$ cat src/rtl/caf_pkg.sv
// ----------------------------------------------------------------------------
// caf_pkg: shared types and operation codes of the ALU with flags
// Request and response beat layouts, and the operation code map.
// ----------------------------------------------------------------------------
package caf_pkg;

    localparam int unsigned OP_W = 6;

    localparam logic [OP_W-1:0] OP_ADD       = 6'd0;
    localparam logic [OP_W-1:0] OP_ADC       = 6'd1;
    localparam logic [OP_W-1:0] OP_SUB       = 6'd2;
    localparam logic [OP_W-1:0] OP_SBC       = 6'd3;
    localparam logic [OP_W-1:0] OP_AND       = 6'd4;
    localparam logic [OP_W-1:0] OP_XOR       = 6'd5;
    localparam logic [OP_W-1:0] OP_OR        = 6'd6;
    localparam logic [OP_W-1:0] OP_CP        = 6'd7;
    localparam logic [OP_W-1:0] OP_INC       = 6'd8;
    localparam logic [OP_W-1:0] OP_DEC       = 6'd9;
    localparam logic [OP_W-1:0] OP_RLC       = 6'd10;
    localparam logic [OP_W-1:0] OP_RRC       = 6'd11;
    localparam logic [OP_W-1:0] OP_RL        = 6'd12;
    localparam logic [OP_W-1:0] OP_RR        = 6'd13;
    localparam logic [OP_W-1:0] OP_SLA       = 6'd14;
    localparam logic [OP_W-1:0] OP_SRA       = 6'd15;
    localparam logic [OP_W-1:0] OP_SWAP      = 6'd16;
    localparam logic [OP_W-1:0] OP_SRL       = 6'd17;
    localparam logic [OP_W-1:0] OP_BIT       = 6'd18;
    localparam logic [OP_W-1:0] OP_RES       = 6'd19;
    localparam logic [OP_W-1:0] OP_SET       = 6'd20;
    localparam logic [OP_W-1:0] OP_RLCA      = 6'd21;
    localparam logic [OP_W-1:0] OP_RRCA      = 6'd22;
    localparam logic [OP_W-1:0] OP_RLA       = 6'd23;
    localparam logic [OP_W-1:0] OP_RRA       = 6'd24;
    localparam logic [OP_W-1:0] OP_DAA       = 6'd25;
    localparam logic [OP_W-1:0] OP_CPL       = 6'd26;
    localparam logic [OP_W-1:0] OP_SCF       = 6'd27;
    localparam logic [OP_W-1:0] OP_CCF       = 6'd28;
    localparam logic [OP_W-1:0] OP_ADD16     = 6'd29;
    localparam logic [OP_W-1:0] OP_SP_OFFSET = 6'd30;
    localparam logic [OP_W-1:0] OP_INC16     = 6'd31;
    localparam logic [OP_W-1:0] OP_DEC16     = 6'd32;

    localparam logic [7:0] DAA_LIMIT   = 8'h99;
    localparam logic [7:0] DAA_CORR_HI = 8'h60;
    localparam logic [7:0] DAA_CORR_LO = 8'h06;
    localparam logic [3:0] NIBBLE_MAX  = 4'hF;
    localparam logic [3:0] DIGIT_MAX   = 4'h9;

    typedef struct packed {
        logic [OP_W-1:0] req_type;
        logic [15:0]     target_operand;
        logic [15:0]     source_operand;
        logic [2:0]      bit_index;
        logic            zero_in;
        logic            subtract_in;
        logic            half_carry_in;
        logic            carry_in;
    } req_t;

    typedef struct packed {
        logic [15:0] result_value;
        logic        result_written;
        logic        zero_out;
        logic        subtract_out;
        logic        half_carry_out;
        logic        carry_out;
    } rsp_t;

endpackage

$ cat src/rtl/caf_req_if.sv
// ----------------------------------------------------------------------------
// caf_req_if: request channel
// Valid/ready channel carrying one operation request per beat.
// ----------------------------------------------------------------------------
interface caf_req_if;
    import caf_pkg::*;

    logic valid;
    logic ready;
    req_t data;

    modport source (output valid, output data, input ready);
    modport sink (input valid, input data, output ready);
endinterface

$ cat src/rtl/caf_rsp_if.sv
// ----------------------------------------------------------------------------
// caf_rsp_if: response channel
// Valid/ready channel carrying one result and its flags per beat.
// ----------------------------------------------------------------------------
interface caf_rsp_if;
    import caf_pkg::*;

    logic valid;
    logic ready;
    rsp_t data;

    modport source (output valid, output data, input ready);
    modport sink (input valid, input data, output ready);
endinterface

$ cat src/rtl/caf_alu.sv
// ----------------------------------------------------------------------------
// caf_alu: operation datapath
// Decodes the operation and forms the result, write-back enable and flags.
// ----------------------------------------------------------------------------
module caf_alu
(
    input  caf_pkg::req_t req_data,
    output caf_pkg::rsp_t rsp_data
);
    import caf_pkg::*;

    logic [7:0]  a;
    logic [7:0]  b;
    logic        k_add;
    logic        k_sub;
    logic [8:0]  add9;
    logic [4:0]  addh;
    logic [8:0]  sub9;
    logic [4:0]  subh;
    logic [16:0] add17;
    logic [12:0] add13;
    logic [8:0]  spl9;
    logic [4:0]  splh;
    logic [15:0] sp_sum;
    logic [7:0]  bit_mask;
    logic [7:0]  daa_corr;
    logic        daa_c;
    logic [7:0]  daa_res;

    assign a = req_data.target_operand[7:0];
    assign b = req_data.source_operand[7:0];

    assign k_add = (req_data.req_type == OP_ADC) & req_data.carry_in;
    assign k_sub = (req_data.req_type == OP_SBC) & req_data.carry_in;

    assign add9 = {1'b0, a} + {1'b0, b} + {8'd0, k_add};
    assign addh = {1'b0, a[3:0]} + {1'b0, b[3:0]} + {4'd0, k_add};
    // bit 8 / bit 4 of the difference is the borrow
    assign sub9 = {1'b0, a} - {1'b0, b} - {8'd0, k_sub};
    assign subh = {1'b0, a[3:0]} - {1'b0, b[3:0]} - {4'd0, k_sub};

    assign add17 = {1'b0, req_data.target_operand} + {1'b0, req_data.source_operand};
    assign add13 = {1'b0, req_data.target_operand[11:0]}
                 + {1'b0, req_data.source_operand[11:0]};

    // carries from the unsigned low byte, result from the signed offset
    assign spl9   = {1'b0, a} + {1'b0, b};
    assign splh   = {1'b0, a[3:0]} + {1'b0, b[3:0]};
    assign sp_sum = req_data.target_operand + {{8{b[7]}}, b};

    assign bit_mask = 8'd1 << req_data.bit_index;

    always_comb
    begin
        daa_corr = 8'd0;
        daa_c    = req_data.carry_in;
        if (req_data.carry_in || (!req_data.subtract_in && (a > DAA_LIMIT)))
        begin
            daa_corr = daa_corr | DAA_CORR_HI;
            daa_c    = 1'b1;
        end
        if (req_data.half_carry_in || (!req_data.subtract_in && (a[3:0] > DIGIT_MAX)))
        begin
            daa_corr = daa_corr | DAA_CORR_LO;
        end
        daa_res = req_data.subtract_in ? (a - daa_corr) : (a + daa_corr);
    end

    always_comb
    begin
        logic [7:0] r8;
        logic       byte_z;

        r8     = 8'd0;
        byte_z = 1'b0;

        rsp_data.result_value   = req_data.target_operand;
        rsp_data.result_written = 1'b1;
        rsp_data.zero_out       = req_data.zero_in;
        rsp_data.subtract_out   = req_data.subtract_in;
        rsp_data.half_carry_out = req_data.half_carry_in;
        rsp_data.carry_out      = req_data.carry_in;

        unique case (req_data.req_type) inside
            OP_ADD, OP_ADC:
            begin
                r8 = add9[7:0];
                byte_z = 1'b1;
                rsp_data.subtract_out   = 1'b0;
                rsp_data.half_carry_out = addh[4];
                rsp_data.carry_out      = add9[8];
            end
            OP_SUB, OP_SBC, OP_CP:
            begin
                r8 = sub9[7:0];
                byte_z = 1'b1;
                rsp_data.subtract_out   = 1'b1;
                rsp_data.half_carry_out = subh[4];
                rsp_data.carry_out      = sub9[8];
                rsp_data.result_written = (req_data.req_type != OP_CP);
            end
            OP_AND:
            begin
                r8 = a & b;
                byte_z = 1'b1;
                rsp_data.subtract_out   = 1'b0;
                rsp_data.half_carry_out = 1'b1;
                rsp_data.carry_out      = 1'b0;
            end
            OP_XOR, OP_OR:
            begin
                r8 = (req_data.req_type == OP_XOR) ? (a ^ b) : (a | b);
                byte_z = 1'b1;
                rsp_data.subtract_out   = 1'b0;
                rsp_data.half_carry_out = 1'b0;
                rsp_data.carry_out      = 1'b0;
            end
            OP_INC:
            begin
                r8 = a + 8'd1;
                byte_z = 1'b1;
                rsp_data.subtract_out   = 1'b0;
                rsp_data.half_carry_out = (a[3:0] == NIBBLE_MAX);
            end
            OP_DEC:
            begin
                r8 = a - 8'd1;
                byte_z = 1'b1;
                rsp_data.subtract_out   = 1'b1;
                rsp_data.half_carry_out = (a[3:0] == 4'd0);
            end
            OP_RLC, OP_RLCA:
            begin
                r8 = {a[6:0], a[7]};
                byte_z = 1'b1;
                rsp_data.subtract_out   = 1'b0;
                rsp_data.half_carry_out = 1'b0;
                rsp_data.carry_out      = a[7];
            end
            OP_RRC, OP_RRCA:
            begin
                r8 = {a[0], a[7:1]};
                byte_z = 1'b1;
                rsp_data.subtract_out   = 1'b0;
                rsp_data.half_carry_out = 1'b0;
                rsp_data.carry_out      = a[0];
            end
            OP_RL, OP_RLA:
            begin
                r8 = {a[6:0], req_data.carry_in};
                byte_z = 1'b1;
                rsp_data.subtract_out   = 1'b0;
                rsp_data.half_carry_out = 1'b0;
                rsp_data.carry_out      = a[7];
            end
            OP_RR, OP_RRA:
            begin
                r8 = {req_data.carry_in, a[7:1]};
                byte_z = 1'b1;
                rsp_data.subtract_out   = 1'b0;
                rsp_data.half_carry_out = 1'b0;
                rsp_data.carry_out      = a[0];
            end
            OP_SLA:
            begin
                r8 = {a[6:0], 1'b0};
                byte_z = 1'b1;
                rsp_data.subtract_out   = 1'b0;
                rsp_data.half_carry_out = 1'b0;
                rsp_data.carry_out      = a[7];
            end
            OP_SRA:
            begin
                r8 = {a[7], a[7:1]};
                byte_z = 1'b1;
                rsp_data.subtract_out   = 1'b0;
                rsp_data.half_carry_out = 1'b0;
                rsp_data.carry_out      = a[0];
            end
            OP_SWAP:
            begin
                r8 = {a[3:0], a[7:4]};
                byte_z = 1'b1;
                rsp_data.subtract_out   = 1'b0;
                rsp_data.half_carry_out = 1'b0;
                rsp_data.carry_out      = 1'b0;
            end
            OP_SRL:
            begin
                r8 = {1'b0, a[7:1]};
                byte_z = 1'b1;
                rsp_data.subtract_out   = 1'b0;
                rsp_data.half_carry_out = 1'b0;
                rsp_data.carry_out      = a[0];
            end
            OP_BIT:
            begin
                r8 = a;
                rsp_data.result_written = 1'b0;
                rsp_data.zero_out       = ~|(a & bit_mask);
                rsp_data.subtract_out   = 1'b0;
                rsp_data.half_carry_out = 1'b1;
            end
            OP_RES:
            begin
                r8 = a & ~bit_mask;
            end
            OP_SET:
            begin
                r8 = a | bit_mask;
            end
            OP_DAA:
            begin
                r8 = daa_res;
                byte_z = 1'b1;
                rsp_data.half_carry_out = 1'b0;
                rsp_data.carry_out      = daa_c;
            end
            OP_CPL:
            begin
                r8 = ~a;
                rsp_data.subtract_out   = 1'b1;
                rsp_data.half_carry_out = 1'b1;
            end
            OP_SCF, OP_CCF:
            begin
                r8 = a;
                rsp_data.subtract_out   = 1'b0;
                rsp_data.half_carry_out = 1'b0;
                rsp_data.carry_out      = (req_data.req_type == OP_SCF) ? 1'b1
                                                                       : ~req_data.carry_in;
            end
            default:
            begin
            end
        endcase

        // byte operations clear the upper byte; word codes set it below, unused codes keep the target's
        if (req_data.req_type <= OP_CCF)
        begin
            rsp_data.result_value = {8'd0, r8};
        end
        if (byte_z)
        begin
            rsp_data.zero_out = (r8 == 8'd0);
        end

        // accumulator rotates always clear zero
        if ((req_data.req_type == OP_RLCA) || (req_data.req_type == OP_RRCA)
            || (req_data.req_type == OP_RLA) || (req_data.req_type == OP_RRA))
        begin
            rsp_data.zero_out = 1'b0;
        end

        unique case (req_data.req_type) inside
            OP_ADD16:
            begin
                rsp_data.result_value   = add17[15:0];
                rsp_data.subtract_out   = 1'b0;
                rsp_data.half_carry_out = add13[12];
                rsp_data.carry_out      = add17[16];
            end
            OP_SP_OFFSET:
            begin
                rsp_data.result_value   = sp_sum;
                rsp_data.zero_out       = 1'b0;
                rsp_data.subtract_out   = 1'b0;
                rsp_data.half_carry_out = splh[4];
                rsp_data.carry_out      = spl9[8];
            end
            OP_INC16:
            begin
                rsp_data.result_value = req_data.target_operand + 16'd1;
            end
            OP_DEC16:
            begin
                rsp_data.result_value = req_data.target_operand - 16'd1;
            end
            default:
            begin
                if (req_data.req_type > OP_DEC16)
                begin
                    rsp_data.result_written = 1'b0;
                end
            end
        endcase
    end
endmodule

$ cat src/rtl/cpu_alu_with_flags.sv
// ----------------------------------------------------------------------------
// cpu_alu_with_flags: 8/16-bit ALU with Z N H C flags
// Input register, operation datapath and result register.
// ----------------------------------------------------------------------------
// Usage:
//   req carries one operation per beat: code, target and source operands,
//   bit index and the incoming flags. rsp returns one beat per request with
//   the result, the write-back enable and the new flags, in request order.
//   A request passes through the input register, which loads on the request
//   beat, then the decode and arithmetic, then the result register; rsp is
//   valid once the result register holds the result.
//   Throughput is one operation per cycle; both register stages advance
//   together whenever the result register is empty or being taken.
//   When rsp is stalled the result register holds, the input register
//   still fills if empty, and req.ready drops once both stages are full.
//   Reset clears both stage valid flags; no response is pending afterwards.
//   The block keeps no state between operations.
// ----------------------------------------------------------------------------
module cpu_alu_with_flags
(
    input  logic            clk,
    input  logic            rst_n,
    caf_req_if.sink         req,
    caf_rsp_if.source       rsp
);
    import caf_pkg::*;

    logic s1_valid_reg;
    req_t s1_data_reg;
    logic s2_valid_reg;
    rsp_t s2_data_reg;
    rsp_t alu_rsp;
    logic s1_ready;
    logic s2_ready;

    assign s2_ready = !s2_valid_reg || rsp.ready;
    assign s1_ready = !s1_valid_reg || s2_ready;

    assign req.ready = s1_ready;
    assign rsp.valid = s2_valid_reg;
    assign rsp.data  = s2_data_reg;

    caf_alu u_alu
    (
        .req_data (s1_data_reg),
        .rsp_data (alu_rsp)
    );

    always_ff @(posedge clk or negedge rst_n)
    begin
        if (!rst_n)
        begin
            s1_valid_reg <= 1'b0;
            s2_valid_reg <= 1'b0;
        end
        else
        begin
            if (s1_ready)
            begin
                s1_valid_reg <= req.valid;
            end
            if (s2_ready)
            begin
                s2_valid_reg <= s1_valid_reg;
            end
        end
    end

    // payload holds unless a new beat moves in
    always_ff @(posedge clk)
    begin
        if (req.valid && s1_ready)
        begin
            s1_data_reg <= req.data;
        end
        if (s1_valid_reg && s2_ready)
        begin
            s2_data_reg <= alu_rsp;
        end
    end
endmodule

$ cat src/flat_wrapper.sv
// flat-port wrapper written by rule: the top's interface ports become plain ports
module cpu_alu_with_flags_flat import caf_pkg::*;
  (clk, rst_n, req_valid, req_data, req_ready, rsp_valid, rsp_data, rsp_ready);
  caf_req_if req_i ();
  caf_rsp_if rsp_i ();
  input  logic clk;
  input  logic rst_n;
  input wire logic [$bits(req_i.valid)-1:0] req_valid;
  input wire logic [$bits(req_i.data)-1:0] req_data;
  output wire logic [$bits(req_i.ready)-1:0] req_ready;
  output wire logic [$bits(rsp_i.valid)-1:0] rsp_valid;
  output wire logic [$bits(rsp_i.data)-1:0] rsp_data;
  input wire logic [$bits(rsp_i.ready)-1:0] rsp_ready;
  assign req_i.valid = req_valid;
  assign req_i.data = req_data;
  assign req_ready = req_i.ready;
  assign rsp_valid = rsp_i.valid;
  assign rsp_data = rsp_i.data;
  assign rsp_i.ready = rsp_ready;
  cpu_alu_with_flags u_core (.clk(clk), .rst_n(rst_n), .req(req_i), .rsp(rsp_i));
endmodule
$ cat config.mk
export PLATFORM = sky130hd
export DESIGN_NAME = cpu_alu_with_flags_flat
export DESIGN_NICKNAME = d
export VERILOG_FILES = /design/src/rtl/caf_pkg.sv /design/src/rtl/caf_req_if.sv /design/src/rtl/caf_rsp_if.sv /design/src/rtl/caf_alu.sv /design/src/rtl/cpu_alu_with_flags.sv /design/src/flat_wrapper.sv
export SDC_FILE = /design/constraint.sdc
export NUM_CORES = 1
export LEC_CHECK = 0
export ABC_AREA = 1
export ABC_CLOCK_PERIOD_IN_PS = 6800
export BUFFER_PORTS_ARGS = -buffer_cell sky130_fd_sc_hd__buf_2
export CORE_MARGIN = 2
export CORE_UTILIZATION = 24
export CTS_CLUSTER_DIAMETER = 120
export DETAILED_ROUTE_END_ITERATION = 10
export GPL_TIMING_DRIVEN = 0
export PLACE_DENSITY = 0.36
export SYNTH_ARGS = -nofsm -noshare
export SYNTH_HDL_FRONTEND = slang
export SYNTH_SLANG_ARGS = --single-unit
$ cat constraint.sdc
create_clock -name clk -period 6.8 [get_ports clk]
set_input_delay 0.68 -clock clk [delete_from_list [all_inputs] [get_ports clk]]
set_output_delay 0.68 -clock clk [all_outputs]
set_load 0.1 [all_outputs]
======== Word-level counts from Yosys, hierarchy flattened ========
Index checks and enable logic that the tools add are counted.
storage, ports and cells
  bits in registers ....................... 68
  input port bits ......................... 49
  output and inout bits ................... 23
  logic and storage cells ................. 140
cells by class
  add/sub/neg operators ................... 17
  $lt $le $gt $ge ......................... 4
  equal/unequal tests ..................... 34
  shift operators ......................... 1
  multiplexer cells ....................... 19
  bitwise gates (word level) .............. 11
  reductions and logical operators ........ 38
operators by type and width
  operator                                             number
  case mux 8 bit (19 select lines)                     1
  == test 6 x 5 -> 1 bit (second input constant)       16
  case mux 16 bit (4 select lines)                     1
  == test 6 x 4 -> 1 bit (second input constant)       8
  bitwise AND 8 bit                                    3
  == test 6 x 3 -> 1 bit (second input constant)       4
  OR reduction 23 bit                                  1
  OR reduction 21 bit                                  1
  adder 16 x 16 -> 17 bit                              1
  OR reduction 17 bit                                  1
  adder 16 x 1 -> 16 bit (second input constant)       1
  adder 16 bit                                         1
  2-to-1 mux 16 bit                                    1
  2-to-1 mux 8 bit                                     2
  inverter 8 bit                                       2
  OR 8 bit                                             2
  OR reduction 2 bit                                   8
  subtractor 16 x 1 -> 16 bit (second input constant)  1
  adder 12 x 12 -> 13 bit                              1
  == test 6 x 2 -> 1 bit (second input constant)       2
  OR reduction 5 bit                                   2
  adder 8 x 8 -> 9 bit                                 1
  adder 9 x 1 -> 9 bit                                 1
  OR reduction 3 bit                                   3
  38 further kinds                                     59

======== Logic depth before layout (Yosys ltp) ========
  depth in word-level cells ............... 10
  depth in mapped cells ................... 25
  depth with buffers taken out ............ 24

======== Cells and area by module ========
Synthesis repeated with hierarchy kept, for this count alone.
unflattened totals
  cells, all modules ...................... 1,008
  area total of the unflattened synthesis .. 7,001.7 um^2
modules (own cells, without submodules)
  module              instances  cells each  area an instance (um^2)  sequential area each (um^2)
  caf_alu             1          930         4,924.7                  0.0
  cpu_alu_with_flags  1          78          2,077.0                  2,031.9

======== Worst setup path before layout ========
OpenSTA, ideal clock, no wires.
  kind .................................... register -> register
  start point ............................. reg u_core.s1_data_reg[24] in the netlist's numbering
  end point ............................... reg u_core.s2_data_reg, in the netlist u_core.rsp.data[12] (data pin)
  setup time .............................. 0.267 ns
  arrival time ............................ 3.068 ns
  data required time ...................... 6.533 ns
  slack ................................... 3.464 ns
  cell stages (with the launch flop) ...... 25
  buffers on the path ..................... 1
  period minus slack after synthesis ...... 3.336 ns
  path through ............................ edfxtp_1 clkbuf_1 o21ai_0 o211ai_1 nand3_1 nand2_1 inv_1 ha_1 nand2_1 nand2_1 nand2_1 nand2_1 ha_1 nand2_1 inv_1 nand2_1 nand2_1 a21oi_1 nand3_1 nand2_1 nor2_1 nor2_1 nand3_1 o21ai_0 o211ai_1
RTL lines
  element                 RTL line                  text
  from (decl)             cpu_alu_with_flags.sv:29  req_t s1_data_reg;
  from (signal assigned)  cpu_alu_with_flags.sv:74  s1_data_reg <= req.data;
  to (signal assigned)    cpu_alu_with_flags.sv:78  s2_data_reg <= alu_rsp;
  to (decl)               cpu_alu_with_flags.sv:31  rsp_t s2_data_reg;

==> run metrics <==
status=finished, final reports clean; Worst EP arrival=4870 ps; DRC Markers=0; Reg-to-Reg End=u_core.rsp.data[12]; Net Sw Frac=42.7%; final WL=28500 um; combinational group share of total power=38.3%; crit path launch=u_core.s1_data_reg[24]; RSZ-0062 raised after global routing=false; Design Power=1.69 mW; CTS tree=yes; Psw=0.724 mW; most common cell after layout, fill and taps aside=nand2_1; Mapped Area=0.00712 sq mm; maxcap violations=0; Crit Path Class=register to register; Syn Nets=1160; Final Hold Viols=0; PortBufs=71; post-route setup slack=2010 ps; DP Area=0.00800 sq mm; worst min path class=input pin to asynchronous set/reset pin; CP Capture Type=register; Final Setup Violations=0; DR pass1 iterations=5; Yosys reg bits=68; Clock Tree Buf Depth=2; synth unique cells=49; finished layout cell area=0.00830 sq mm; Seq/Total Area, Yosys=28.5%; Nets=1244; YS warnings=0; Required @ worst endpoint=6880 ps; cell count after synthesis=1040; Leak=4.10 nW; chip width=176 um; DR WL/cell=18.8 um; setup bufs post-CTS=0; area grow syn2layout=16.6%; largest net degree at the start of global routing=34; min Tclk post-route=4790 ps; HPWL Detailed=23000 um; dpl cells=1503; most frequent cells in the layout=nand2_1, inv_1, nand3_1; non-filler cells, final=1519; via count=7271; Slew headroom=49.2%; r2r worst-path depth=19; number of global-route vias before repair=6973; Hold Slack=103 ps; Largest register FFs=45; crit-path max FO=12; Initial Utilization=24.2%; GPL Wtd Cong=0.895; Worst Setup Slack post-DPL=2000 ps; Slew Limit Fails=0; # rows=63; Post-synth ARST share=2.94%; sequential share of power=32.6%; PwrDens=204 mW/mm^2; final period utilization=70.5%; Post-synth EDFFs=66; CTS resizes=0; utilization after layout=28.2%; Mean Syn Cell Area=6.84 sq um; Max rail drop VDD=0.0000821 V; die height=176 um; CORE AREA=0.0294 sq mm; Vias per Instance=4.79; flop2flop setup slack=2010 ps; RR Startpoint=u_core.s1_data_reg[24]; Slew @ Worst Pin=762 ps; Synth Flop Type=edfxtp_1; Final Skew=6.80 ps; n_diodes=0; hold_buf cts=0; Internal=0.970 mW; Critical Path Start Type=register; CTS Sinks=68; H-tree levels=3; share of layout cells above drive strength 1=13.5%; gr ovfl total=0; Skew-Pair Late Insertion Delay=350 ps; initial DRC count=688; I/O pin cnt=72; ANT nets after route=0; Critical path destination=u_core.rsp.data[12]; Layout fillers=3302; die area=0.0311 sq mm; Num CTS Buffers=9; clock root cell=clkbuf_16; Clk network pwr share=29.2%; Fmax=209 MHz; setup TNS=0 ps; Reg clk slew, reported paths=60 ps; first-pass GRT wire length=42700 um; Total GRT Usage=18.7%; initial antenna violation count=0
[routing by layer]
metal | track usage (%) | routed length, um
met5 | 0 | 0
met4 | 6.13 | 673
met3 | 2.13 | 1640
met2 | 27.4 | 11700
met1 | 28.2 | 14500
[critical path: stages (launching register included)]
cell and delay (ps):
edfxtp_1 840, clkbuf_1 520, o21ai_0 220, o21ai_0 310, inv_1 110, a21oi_1 270, o21ai_0 220, ha_1 390
nand2_1 100, nand2_1 100, nand2_1 80, nand2_1 60, a21oi_1 240, nand3_1 110, nand2_1 70, nor2_1 70
nor2_1 200, nand3_1 170, o21ai_0 280, o211ai_1 160
[worst min-delay path by stage]
stage                from                   to  slack, ps
global placement    rst_n  u_core.s1_valid_reg        470
finish              rst_n  u_core.s1_valid_reg        100
CTS                 rst_n  u_core.s1_valid_reg         90
detailed placement  rst_n  u_core.s1_valid_reg        470
floorplan           rst_n     u_core.rsp.valid        380
global route        rst_n  u_core.s1_valid_reg        100
[cell type report]
class                   count  area, sq um  share of cell area, %
flip-flops and latches     68         2030                   24.5
clock inverters             7         75.1                  0.904
well taps                 390          488                   5.88
repair buffers             73          390                   4.70
clock buffers               9          225                   2.71
multi-input cells         820         4490                   54.1
inverters                 141          532                   6.41
plain buffers              11         65.1                  0.784
[kinds of logic (layout without fill, tap and decap cells)]
| family | count (synthesis) | after routing | share of synthesized area [%] |
|---|---|---|---|
| and+or+nand+nor | 594 | 594 | 37.1 |
| buffers and inverters | 152 | 241 | 8.38 |
| AOI/OAI and AO/OA | 147 | 147 | 12.0 |
| adders and majority gates | 71 | 71 | 13.0 |
| DFF | 68 | 68 | 28.5 |
| xor gates and xnor gates | 8 | 8 | 0.984 |
[power groups by stage]
| stage | Combinational (mW) | Clock (mW) | Sequential (mW) |
|---|---|---|---|
| detailed placement | 0.644 | 0 | 0.561 |
| global route | 0.715 | 0.525 | 0.557 |
| finish | 0.648 | 0.494 | 0.552 |
| CTS | 0.647 | 0.512 | 0.552 |
| floorplan | 0.344 | 0 | 0.671 |
| global placement | 0.642 | 0 | 0.563 |
[cells in the mapped netlist, types with 3 or more instances]
| master | number | share of area, % |
|---|---|---|
| nand2_2 | 12 | 1.1 |
| inv_2 | 11 | 0.58 |
| nor2_1 | 107 | 5.6 |
| nor3_1 | 12 | 0.84 |
| o21ai_1 | 3 | 0.21 |
| nand2_1 | 298 | 16 |
| o211ai_1 | 5 | 0.53 |
| a21oi_1 | 52 | 3.7 |
| or2_2 | 8 | 0.70 |
| nand3_2 | 3 | 0.42 |
| a31oi_1 | 12 | 1.1 |
| clkbuf_1 | 7 | 0.37 |
| buf_6 | 3 | 0.47 |
| o21ai_0 | 45 | 3.2 |
| ha_1 | 66 | 12 |
| nor2_4 | 6 | 0.95 |
| nand3b_1 | 7 | 0.74 |
| nor2_2 | 7 | 0.62 |
| o22ai_1 | 5 | 0.44 |
| edfxtp_1 | 66 | 28 |
| o2111ai_1 | 4 | 0.49 |
| inv_1 | 127 | 6.7 |
| nand3_1 | 109 | 7.7 |
| nand4_1 | 14 | 1.2 |
| nor4_1 | 5 | 0.44 |
| xor2_1 | 6 | 0.74 |
| fa_1 | 5 | 1.4 |
| o21bai_1 | 3 | 0.32 |
(Power assumes the default switching activity.)
